==> config.mk <==
export PLATFORM = sky130hd
export DESIGN_NAME = zone_lightness_remap_top_flat
export DESIGN_NICKNAME = d
export VERILOG_FILES = /design/src/hdl/zlr_pkg.sv /design/src/hdl/zlr_if.sv /design/src/hdl/zlr_ctrl.sv /design/src/hdl/zlr_datapath.sv /design/src/hdl/zone_lightness_remap_top.sv /design/src/flat_wrapper.sv
export SDC_FILE = /design/constraint.sdc
export NUM_CORES = 2
export LEC_CHECK = 0
export ABC_AREA = 0
export BUFFER_PORTS_ARGS = -buffer_cell sky130_fd_sc_hd__buf_2
export CELL_PAD_IN_SITES_DETAIL_PLACEMENT = 1
export CELL_PAD_IN_SITES_GLOBAL_PLACEMENT = 1
export CORE_ASPECT_RATIO = 0.9
export CORE_MARGIN = 5
export CORE_UTILIZATION = 40
export DETAILED_ROUTE_END_ITERATION = 12
export PLACE_DENSITY_LB_ADDON = 0.1
export SKIP_CTS_REPAIR_TIMING = 1
export SLEW_MARGIN = 30
export SYNTH_ARGS = -nofsm -noshare
export SYNTH_HDL_FRONTEND = slang
export SYNTH_HIERARCHICAL = 1
export SYNTH_SLANG_ARGS = --single-unit
==> constraint.sdc <==
create_clock -name i_clk -period 10.85 [get_ports i_clk]
set_clock_uncertainty 0.1 [all_clocks]
set_input_delay 2.17 -clock i_clk [delete_from_list [all_inputs] [get_ports i_clk]]
set_output_delay 2.17 -clock i_clk [all_outputs]
set_load 0.1 [all_outputs]
==> src/hdl/zlr_pkg.sv <==
// Package with shared constants and types for the zone lightness remap block.
package zlr_pkg;
    localparam int MAX_ZONES_DEF = 24;
    localparam int FRAC_BITS_DEF = 15;
    localparam int NUM_WORDS = 6;
    localparam int CFG_IDX_W = 3;
    localparam int CFG_DATA_W = 64;
    localparam logic [CFG_IDX_W-1:0] REG_ZONE_COUNT = 3'd0;
    localparam logic [CFG_IDX_W-1:0] REG_POINTS_0 = 3'd1;
    localparam logic [15:0] UNSET_POINT = 16'hFFFF;

    typedef struct packed {
        logic build_start;
        logic pix_load;
        logic scan_step;
    } t_cmd;

    typedef struct packed {
        logic build_done;
        logic scan_done;
    } t_status;
endpackage

==> src/hdl/zlr_if.sv <==
// Valid and ready interfaces for the pixel, result and configuration channels.
interface zlr_pix_if;
    logic        valid;
    logic        ready;
    logic [15:0] light_in;
    logic signed [15:0] chroma_a_in;
    logic signed [15:0] chroma_b_in;
    logic        frame_end_in;
    modport source (output valid, light_in, chroma_a_in, chroma_b_in, frame_end_in,
                    input ready);
    modport sink (input valid, light_in, chroma_a_in, chroma_b_in, frame_end_in,
                  output ready);
endinterface

interface zlr_res_if;
    logic        valid;
    logic        ready;
    logic [15:0] light_out;
    logic signed [15:0] chroma_a_out;
    logic signed [15:0] chroma_b_out;
    logic [4:0]  zone_number;
    logic        frame_end_out;
    modport source (output valid, light_out, chroma_a_out, chroma_b_out, zone_number,
                    frame_end_out, input ready);
    modport sink (input valid, light_out, chroma_a_out, chroma_b_out, zone_number,
                  frame_end_out, output ready);
endinterface

interface zlr_cfg_if;
    logic        valid;
    logic        ready;
    logic [2:0]  index;
    logic [63:0] data;
    modport source (output valid, index, data, input ready);
    modport sink (input valid, index, data, output ready);
endinterface

==> src/hdl/zlr_ctrl.sv <==
// Controller state machine that sequences map builds and pixel processing.
module zlr_ctrl (
    input  logic              i_clk,
    input  logic              i_rst_n,
    input  logic              i_cfg_wr,
    input  logic              i_pix_fire,
    input  logic              i_res_free,
    input  zlr_pkg::t_status  i_status,
    output zlr_pkg::t_cmd     o_cmd,
    output logic              o_cfg_ready,
    output logic              o_pix_ready,
    output logic              o_res_load
);
    localparam logic [1:0] S_BUILD = 2'd0;
    localparam logic [1:0] S_IDLE  = 2'd1;
    localparam logic [1:0] S_SCAN  = 2'd2;
    localparam logic [1:0] S_DONE  = 2'd3;

    logic [1:0] r_state, n_state;
    logic       r_start, n_start;

    always_ff @(posedge i_clk) begin
        if (!i_rst_n) begin
            r_state <= S_BUILD;
            r_start <= 1'b1;
        end else begin
            r_state <= n_state;
            r_start <= n_start;
        end
    end

    always_comb begin
        n_state = r_state;
        n_start = 1'b0;
        o_cmd = '0;
        o_cfg_ready = 1'b0;
        o_pix_ready = 1'b0;
        o_res_load = 1'b0;
        unique case (r_state)
            S_BUILD: begin
                o_cmd.build_start = r_start;
                if (!r_start && i_status.build_done) n_state = S_IDLE;
            end
            S_IDLE: begin
                o_cfg_ready = 1'b1;
                o_pix_ready = !i_cfg_wr;
                o_cmd.pix_load = i_pix_fire;
                if (i_pix_fire) n_state = S_SCAN;
            end
            S_SCAN: begin
                o_cmd.scan_step = 1'b1;
                if (i_status.scan_done) n_state = S_DONE;
            end
            S_DONE: begin
                if (i_res_free) begin
                    o_res_load = 1'b1;
                    n_state = S_IDLE;
                end
            end
            default: n_state = S_BUILD;
        endcase
        if (i_cfg_wr) begin
            n_state = S_BUILD;
            n_start = 1'b1;
        end
    end
endmodule

==> src/hdl/zlr_datapath.sv <==
// Datapath with configuration registers, zone map builder and pixel remap unit.
module zlr_datapath #(
    parameter int MAX_ZONES = zlr_pkg::MAX_ZONES_DEF,
    parameter int FRAC_BITS = zlr_pkg::FRAC_BITS_DEF
) (
    input  logic              i_clk,
    input  logic              i_rst_n,
    input  logic              i_cfg_wr,
    input  logic [2:0]        i_cfg_index,
    input  logic [63:0]       i_cfg_data,
    input  zlr_pkg::t_cmd     i_cmd,
    output zlr_pkg::t_status  o_status,
    input  logic [15:0]       i_light,
    output logic [15:0]       o_light,
    output logic [4:0]        o_zone
);
    localparam int KW = $clog2(MAX_ZONES);
    localparam int UNITY = 1 << FRAC_BITS;

    logic [4:0]  r_count;
    logic [63:0] r_words [zlr_pkg::NUM_WORDS];
    logic [15:0] r_map [MAX_ZONES];

    logic [4:0] n_act;
    always_comb begin
        n_act = r_count;
        if (r_count < 5'd4) n_act = 5'd4;
        if (32'(r_count) > MAX_ZONES) n_act = 5'(MAX_ZONES);
    end

    always_ff @(posedge i_clk) begin
        if (!i_rst_n) begin
            r_count <= 5'd10;
            for (int w = 0; w < zlr_pkg::NUM_WORDS; w++) r_words[w] <= '1;
        end else if (i_cfg_wr) begin
            if (i_cfg_index == zlr_pkg::REG_ZONE_COUNT) r_count <= i_cfg_data[4:0];
            else if (32'(i_cfg_index) <= zlr_pkg::NUM_WORDS)
                r_words[i_cfg_index - zlr_pkg::REG_POINTS_0] <= i_cfg_data;
        end
    end

    // Map builder: walk k forward; on each set point, fill the gap behind it.
    localparam logic [1:0] B_IDLE = 2'd0;
    localparam logic [1:0] B_WALK = 2'd1;
    localparam logic [1:0] B_FILL = 2'd2;
    localparam logic [1:0] B_DIV  = 2'd3;
    logic [1:0]  r_bst;
    logic [5:0]  r_k, r_prev, r_l;
    logic [15:0] r_left;
    logic signed [17:0] r_diff;
    logic signed [23:0] r_num;
    logic [4:0]  r_den;
    logic signed [23:0] r_quo;
    logic [4:0]  r_dcnt;
    logic signed [23:0] r_rem;
    logic [15:0] s_pt, s_val;
    logic        s_interior;
    logic [23:0] s_q;
    logic        r_wq;

    always_comb begin
        s_pt = zlr_pkg::UNSET_POINT;
        if (r_k < 6'd24) s_pt = r_words[r_k[4:2]][16*r_k[1:0] +: 16];
        s_interior = (r_k != 6'd0) && (r_k != {1'b0, n_act} - 6'd1);
        if (r_k == 6'd0) s_val = 16'd0;
        else if (!s_interior) s_val = 16'(UNITY);
        else s_val = s_pt;
    end

    logic signed [23:0] s_tr;
    always_comb s_tr = {r_rem[22:0], r_num[23 - 32'(r_dcnt)]};

    always_comb s_q = r_quo;

    always_ff @(posedge i_clk) begin
        if (!i_rst_n) begin
            r_bst <= B_IDLE;
        end else begin
            unique case (r_bst)
                B_IDLE: if (i_cmd.build_start) begin
                    r_bst <= B_WALK;
                    r_k <= '0;
                    r_prev <= '0;
                    for (int z = 0; z < MAX_ZONES; z++) r_map[z] <= '0;
                end
                B_WALK: begin
                    if (r_k == {1'b0, n_act}) r_bst <= B_IDLE;
                    else if (s_interior && s_pt == zlr_pkg::UNSET_POINT) r_k <= r_k + 6'd1;
                    else begin
                        r_map[r_k[KW-1:0]] <= s_val;
                        r_left <= r_map[r_prev[KW-1:0]];
                        r_diff <= $signed({2'b0, s_val}) -
                                  $signed({2'b0, r_map[r_prev[KW-1:0]]});
                        r_den <= 5'(r_k - r_prev);
                        r_l <= 6'd1;
                        r_bst <= B_FILL;
                    end
                end
                B_FILL: begin
                    if (r_l >= {1'b0, r_den}) begin
                        r_prev <= r_k;
                        r_k <= r_k + 6'd1;
                        r_bst <= B_WALK;
                    end else begin
                        // Offset by a multiple of den keeps the dividend positive.
                        r_num <= 24'(r_diff * $signed({18'b0, r_l})) +
                                 24'({r_den[4:1]}) + 24'(32'(r_den) * 65536);
                        r_dcnt <= '0;
                        r_rem <= '0;
                        r_quo <= '0;
                        r_bst <= B_DIV;
                    end
                end
                B_DIV: begin
                    if (s_tr >= $signed({19'b0, r_den})) begin
                        r_rem <= s_tr - $signed({19'b0, r_den});
                        r_quo <= {r_quo[22:0], 1'b1};
                    end else begin
                        r_rem <= s_tr;
                        r_quo <= {r_quo[22:0], 1'b0};
                    end
                    r_dcnt <= r_dcnt + 5'd1;
                    if (r_dcnt == 5'd23) begin
                        r_bst <= B_FILL;
                        r_l <= r_l + 6'd1;
                    end
                end
                default: r_bst <= B_IDLE;
            endcase
            if (r_wq) r_map[KW'(r_prev + r_l - 6'd1)] <=
                16'(32'(r_left) + 32'(s_q) - 65536);
        end
    end

    always_ff @(posedge i_clk) begin
        if (!i_rst_n) r_wq <= 1'b0;
        else r_wq <= (r_bst == B_DIV && r_dcnt == 5'd23);
    end

    assign o_status.build_done = (r_bst == B_IDLE) && !i_cmd.build_start && !r_wq;

    // Pixel: remap steps first, then zone search one boundary a cycle.
    logic [15:0] r_lt;
    logic [20:0] r_prod;
    logic [4:0]  r_rz, r_sk;
    logic [2:0]  r_ph;
    logic        r_found;
    logic signed [17:0] r_span;
    logic [15:0] r_t;
    logic signed [34:0] r_mul;

    always_ff @(posedge i_clk) begin
        if (!i_rst_n) begin
            r_ph <= '0;
        end else if (i_cmd.pix_load) begin
            r_lt <= (i_light > 16'(UNITY)) ? 16'(UNITY) : i_light;
            r_ph <= 3'd1;
        end else if (i_cmd.scan_step) begin
            unique case (r_ph)
                3'd1: begin
                    r_prod <= 21'(r_lt) * 21'(n_act - 5'd1);
                    r_ph <= 3'd2;
                end
                3'd2: begin
                    r_rz <= (5'(r_prod >> FRAC_BITS) > n_act - 5'd2) ? n_act - 5'd2
                            : 5'(r_prod >> FRAC_BITS);
                    r_ph <= 3'd3;
                end
                3'd3: begin
                    r_t <= 16'(r_prod - 21'(32'(r_rz) << FRAC_BITS));
                    r_span <= $signed({2'b0, r_map[r_rz + 5'd1]}) -
                              $signed({2'b0, r_map[r_rz]});
                    r_ph <= 3'd4;
                end
                3'd4: begin
                    r_mul <= $signed({19'b0, r_t}) * r_span + 35'(UNITY / 2);
                    r_sk <= '0;
                    r_found <= 1'b0;
                    o_zone <= '0;
                    r_ph <= 3'd5;
                end
                3'd5: begin
                    if (!r_found && r_map[r_sk] <= r_lt && r_map[r_sk + 5'd1] >= r_lt) begin
                        r_found <= 1'b1;
                        o_zone <= r_sk;
                    end
                    r_sk <= r_sk + 5'd1;
                    if (r_sk == n_act - 5'd2) begin
                        r_ph <= 3'd6;
                        begin
                            logic signed [35:0] v;
                            v = $signed({20'b0, r_map[r_rz]}) + 36'(r_mul >>> FRAC_BITS);
                            if (v < 0) o_light <= '0;
                            else if (v > UNITY) o_light <= 16'(UNITY);
                            else o_light <= 16'(v);
                        end
                    end
                end
                default: r_ph <= 3'd0;
            endcase
        end
    end
    assign o_status.scan_done = (r_ph == 3'd6);
endmodule

==> src/hdl/zone_lightness_remap_top.sv <==
// Zone lightness remap top level: map build, controller and result register.
// A new pixel word is accepted only after the previous result is loaded into the result register;
// the zone search takes a boundary a cycle.
// After reset and after each configuration write the zone map is rebuilt with a
// serial divider, while no pixel or configuration word is accepted.
// Reset is synchronous and active low and restores the register defaults.
module zone_lightness_remap_top #(
    parameter int MAX_ZONES = zlr_pkg::MAX_ZONES_DEF,
    parameter int FRAC_BITS = zlr_pkg::FRAC_BITS_DEF
) (
    input  logic   i_clk,
    input  logic   i_rst_n,
    zlr_cfg_if.sink    cfg,
    zlr_pix_if.sink    pix,
    zlr_res_if.source  res
);
    zlr_pkg::t_cmd    s_cmd;
    zlr_pkg::t_status s_status;
    logic s_cfg_wr, s_pix_fire, s_res_load;
    logic [15:0] s_light;
    logic [4:0]  s_zone;
    logic signed [15:0] r_a, r_b;
    logic r_fe, r_valid;

    assign s_cfg_wr = cfg.valid && cfg.ready;
    assign s_pix_fire = pix.valid && pix.ready;

    zlr_ctrl u_ctrl (
        .i_clk(i_clk), .i_rst_n(i_rst_n), .i_cfg_wr(s_cfg_wr),
        .i_pix_fire(s_pix_fire), .i_res_free(!r_valid || res.ready),
        .i_status(s_status), .o_cmd(s_cmd), .o_cfg_ready(cfg.ready),
        .o_pix_ready(pix.ready), .o_res_load(s_res_load)
    );

    zlr_datapath #(.MAX_ZONES(MAX_ZONES), .FRAC_BITS(FRAC_BITS)) u_dp (
        .i_clk(i_clk), .i_rst_n(i_rst_n), .i_cfg_wr(s_cfg_wr),
        .i_cfg_index(cfg.index), .i_cfg_data(cfg.data), .i_cmd(s_cmd),
        .o_status(s_status), .i_light(pix.light_in), .o_light(s_light), .o_zone(s_zone)
    );

    always_ff @(posedge i_clk) begin
        if (s_pix_fire) begin
            r_a <= pix.chroma_a_in;
            r_b <= pix.chroma_b_in;
            r_fe <= pix.frame_end_in;
        end
        if (s_res_load) begin
            res.light_out <= s_light;
            res.zone_number <= s_zone;
            res.chroma_a_out <= r_a;
            res.chroma_b_out <= r_b;
            res.frame_end_out <= r_fe;
        end
        if (!i_rst_n) r_valid <= 1'b0;
        else if (s_res_load) r_valid <= 1'b1;
        else if (res.ready) r_valid <= 1'b0;
    end
    assign res.valid = r_valid;
endmodule

==> src/flat_wrapper.sv <==
// flat-port wrapper written by rule: the top's interface ports become plain ports
module zone_lightness_remap_top_flat 
#(
    parameter int MAX_ZONES = zlr_pkg::MAX_ZONES_DEF,
    parameter int FRAC_BITS = zlr_pkg::FRAC_BITS_DEF
)
  (i_clk, i_rst_n, cfg_valid, cfg_index, cfg_data, cfg_ready, pix_valid, pix_light_in, pix_chroma_a_in, pix_chroma_b_in, pix_frame_end_in, pix_ready, res_valid, res_light_out, res_chroma_a_out, res_chroma_b_out, res_zone_number, res_frame_end_out, res_ready);
  zlr_cfg_if cfg_i ();
  zlr_pix_if pix_i ();
  zlr_res_if res_i ();
  input  logic i_clk;
  input  logic i_rst_n;
  input wire logic [$bits(cfg_i.valid)-1:0] cfg_valid;
  input wire logic [$bits(cfg_i.index)-1:0] cfg_index;
  input wire logic [$bits(cfg_i.data)-1:0] cfg_data;
  output wire logic [$bits(cfg_i.ready)-1:0] cfg_ready;
  input wire logic [$bits(pix_i.valid)-1:0] pix_valid;
  input wire logic [$bits(pix_i.light_in)-1:0] pix_light_in;
  input wire logic [$bits(pix_i.chroma_a_in)-1:0] pix_chroma_a_in;
  input wire logic [$bits(pix_i.chroma_b_in)-1:0] pix_chroma_b_in;
  input wire logic [$bits(pix_i.frame_end_in)-1:0] pix_frame_end_in;
  output wire logic [$bits(pix_i.ready)-1:0] pix_ready;
  output wire logic [$bits(res_i.valid)-1:0] res_valid;
  output wire logic [$bits(res_i.light_out)-1:0] res_light_out;
  output wire logic [$bits(res_i.chroma_a_out)-1:0] res_chroma_a_out;
  output wire logic [$bits(res_i.chroma_b_out)-1:0] res_chroma_b_out;
  output wire logic [$bits(res_i.zone_number)-1:0] res_zone_number;
  output wire logic [$bits(res_i.frame_end_out)-1:0] res_frame_end_out;
  input wire logic [$bits(res_i.ready)-1:0] res_ready;
  assign cfg_i.valid = cfg_valid;
  assign cfg_i.index = cfg_index;
  assign cfg_i.data = cfg_data;
  assign cfg_ready = cfg_i.ready;
  assign pix_i.valid = pix_valid;
  assign pix_i.light_in = pix_light_in;
  assign pix_i.chroma_a_in = pix_chroma_a_in;
  assign pix_i.chroma_b_in = pix_chroma_b_in;
  assign pix_i.frame_end_in = pix_frame_end_in;
  assign pix_ready = pix_i.ready;
  assign res_valid = res_i.valid;
  assign res_light_out = res_i.light_out;
  assign res_chroma_a_out = res_i.chroma_a_out;
  assign res_chroma_b_out = res_i.chroma_b_out;
  assign res_zone_number = res_i.zone_number;
  assign res_frame_end_out = res_i.frame_end_out;
  assign res_i.ready = res_ready;
  zone_lightness_remap_top #(.MAX_ZONES(MAX_ZONES), .FRAC_BITS(FRAC_BITS)) u_core (.i_clk(i_clk), .i_rst_n(i_rst_n), .cfg(cfg_i), .pix(pix_i), .res(res_i));
endmodule
==> results.cfg <==
[worst_setup_path]
critPathBufInv = 5
crit_path_start_kind = flop
path_class = flop to flop
required_ns = 11.29
cp_max_fo = 17
r2r-start = u_core/u_dp/r_t[7]
rr_worst_depth = 23
startpoint = u_core/u_dp/r_t[7]
worst_setup_path_end_kind = flop
cp_slowest_stage_delay_ns = 0.79
cp_top_family = adder cells
r2r_end = u_core/u_dp/r_mul[33]
critPathMostFrequentCell = fa_1
crit_chain = nand2_1 -> fa_1 -> inv_1 -> fa_1 -> inv_1 -> fa_1 -> inv_1 -> fa_1 -> fa_1 -> inv_1 -> fa_1 -> inv_1 -> ha_1 -> nand4_1 -> a211oi_1 -> a21oi_1 -> a21oi_1 -> o21ai_1 -> o31ai_1 -> a21oi_1 -> a211o_1 -> o311ai_1 -> xor2_1
slowest_stage = edfxtp_1
critPathArrivalTime_ns = 8.55
r2r_slack_ns = 2.73

[global_routing]
grt_pass1_vias = 70200
overflow = 0
grt_max_degree = 112
grt_first_pass_wirelength_mm = 526
grtUsageTotal_pct = 28.9
antenna_found_initial = 10

[pwr]
p_leak_uw = 0.0375
cellPowerDensity_mw_per_mm2 = 226
peakVddDrop_v = 0.000340

[die]
die_y_um = 476
design.die.area_mm2 = 0.252
ios = 178
core-area_mm2 = 0.241
initial_core_util_pct = 40.1
rows = 171
die_w_um = 528

[finish]
final_cells = 10800
mostFrequentLayoutCells = 1,355 x edfxtp_1, 921 x mux4_2, 878 x nand2_1, 665 x inv_1, 372 x ha_1
layout_commonest_cell = edfxtp_1
nets = 8268
final_core_util_pct = 44.5
layout-drive-gt1-share_pct = 23.5
syn_to_final_growth_pct = 10.8
fill_cells = 24600

[place]
dpl.hpwl_mm = 240
gp_congestion = 0.883
numPortBuffers = 177
pre_cts_ws_ns = 2.76
dp_cells = 10400

[timing]
rsz0062_at_grt = no
relSlewSlack_pct = 25.8
finalMaxSlewViolations = 0
fin_crit_sh_pct = 74.8
min_period_ns = 8.12
fin_ws_ns = 2.73
fin_setup_tns_ns = 0
fmaxAchievable_mhz = 123
setup-violations-final = 0
tightest_slew_ns = 1.11
timing.final.hold_violations = 0

[route]
dr.first_iter.drc_count = 8340
drc = 0
via_per_inst = 6.38
via_count = 68700
drt-pass1-iter-count = 5
totalWireLength_mm = 371
ant_nets = 0
wl_per_cell_um = 34.5

[clock_tree]
clk_latency_ns = 0.89
cts.root.buffer_cell = clkbuf_16
clk_pin_slew_ns = 0.06
cts_tree = yes
cts_buffers = 170
clk_path_buf_depth = 4
numClockSinks = 1388
htreeDepth = 4

[synth]
synth_fp_nets = 8250
syn_area_mm2 = 0.0967
synth-edff-count = 1355
ys_seq_area_share_pct = 42.8
ys.flop_type = edfxtp_1
ys_types = 84
syn_inst = 7404
ys.warnings.count = 6
async_flop_share_pct = 0
synth_seq_cells = 1388
syn_avg_cell_area_um2 = 13.1

[run_status]
status = complete, no violations

[worst_hold_path]
min_path_cells = 0
holdPathEnd = u_core/res.chroma_a_out[15]
hp-class = flop to flop
min_from = u_core/r_a[15]

[job]
cap_violations = 0
## cells in the mapped netlist (9+ instances only)
cell type	instances	area share, %
mux2i_1	101	1.0
nand2_1	892	3.5
xnor2_1	123	1.1
o21bai_1	13	0.10
a21oi_1	114	0.59
nor2_1	240	0.93
o22ai_1	326	2.1
nand4_1	21	0.14
o22ai_2	43	0.56
ha_1	374	4.8
o31ai_1	11	0.085
inv_1	667	2.6
buf_6	11	0.13
o21ai_0	227	1.2
a21o_1	40	0.31
and3_1	21	0.14
dfxtp_1	33	0.68
buf_4	34	0.26
a211oi_1	15	0.12
nor3b_1	12	0.093
or3_1	18	0.12
nor2b_1	63	0.41
o21a_1	20	0.16
a21boi_0	14	0.11
buf_1	78	0.30
nand2_4	9	0.10
nand3_1	153	0.79
or2_2	11	0.071
fa_1	351	7.3
xor2_1	60	0.54
nor3_1	57	0.30
mux4_2	921	21
clkbuf_1	380	1.5
buf_2	29	0.15
nand2b_1	54	0.35
o211ai_1	28	0.22
nor4_1	19	0.12
a31oi_1	14	0.091
and2_1	305	2.0
edfxtp_1	1355	42
mux2_2	37	0.43
## how the worst max path moves through the flow
stage / endpoint / cells past startpoint
after floorplan: u_core/u_dp/r_words[5][0] / 5
after global placement: u_core/u_dp/r_mul[33] / 23
after detailed placement: u_core/u_dp/r_mul[33] / 24
after CTS: u_core/u_dp/r_mul[33] / 24
after global routing: u_core/u_dp/r_mul[33] / 23
final: u_core/u_dp/r_mul[33] / 23
## area by class of cell
type	count	area, um^2	area share [%]
inverters	671	2520	2.35
multi-input cells	4812	51300	47.9
flip-flops and latches	1388	41400	38.6
well taps	3200	4000	3.74
diodes	4	10.0	0.00934
clock inverters	93	890	0.830
repair buffers	379	2550	2.39
clock buffers	209	4450	4.16
## kinds of logic (layout without fill, tap and decap cells)
family / count (synthesis) / in the layout / share of synthesized area [%]
and+or+nand+nor: 1917 / 1917 / 9.37
xor gates and xnor gates: 183 / 183 / 1.66
buffers and inverters: 1204 / 1352 / 4.94
other: 0 / 4 / 0
adders and majority gates: 726 / 726 / 12.1
muxes: 1062 / 1062 / 23.0
AOI/OAI and AO/OA: 924 / 924 / 6.18
DFF: 1388 / 1388 / 42.8
## report_power, final
part           switching [uW]  internal (uW)  total, uW
combinational            6810           4300      11100
sequential                622           6850       7470
clock                    2370           3270       5640
## worst reg2reg max path: stages (launching register included)
cell,delay (ns)
edfxtp_1,0.79
nand2_1,0.17
fa_1,0.58
inv_1,0.06
fa_1,0.51
inv_1,0.06
fa_1,0.54
inv_1,0.05
fa_1,0.45
fa_1,0.50
inv_1,0.05
fa_1,0.47
inv_1,0.04
ha_1,0.46
nand4_1,0.17
a211oi_1,0.35
a21oi_1,0.13
a21oi_1,0.35
o21ai_1,0.24
o31ai_1,0.57
a21oi_1,0.27
a211o_1,0.43
o311ai_1,0.36
xor2_1,0.10
## registers in the layout, indices dropped and copies added, names as in the netlist, 6 cells and up, named ones only
| name | count |
|---|---|
| u_core/r_a | 16 |
| u_core/r_b | 16 |
| u_core/res.chroma_a_out | 16 |
| u_core/res.chroma_b_out | 16 |
| u_core/res.light_out | 16 |
| u_core/u_dp/o_light | 16 |
| u_core/u_dp/r_diff | 17 |
| u_core/u_dp/r_k | 6 |
| u_core/u_dp/r_l | 6 |
| u_core/u_dp/r_left | 16 |
| u_core/u_dp/r_lt | 16 |
| u_core/u_dp/r_map | 512 |
| u_core/u_dp/r_mul | 20 |
| u_core/u_dp/r_num | 24 |
| u_core/u_dp/r_prod | 20 |
| u_core/u_dp/r_quo | 16 |
| u_core/u_dp/r_rem | 23 |
| u_core/u_dp/r_span | 17 |
| u_core/u_dp/r_t | 16 |
| u_core/u_dp/r_words | 512 |
## per-stage QoR
step | area, um^2 | power, uW | hold WS [ns]
final | 107000 | 24200 | 0.318
after global routing | 107000 | 25500 | 0.324
after CTS | 107000 | 24200 | 0.306
after detailed placement | 102000 | 18500 | 0.306
after global placement | 102000 | 18200 | 0.301
after floorplan | 96700 | 14700 | 0.300
## routing by layer
| metal | global-route usage [%] | vias up | wire length, um |
|---|---|---|---|
| met1 | 40.7 | 36200 | 154000 |
| met2 | 41.8 | 3914 | 158000 |
| li1 | - | 27800 | - |
| met5 | 0 | - | 13 |
| met4 | 11.1 | 2 | 17400 |
| met3 | 8.89 | 812 | 41300 |
(Power assumes the default switching activity.)
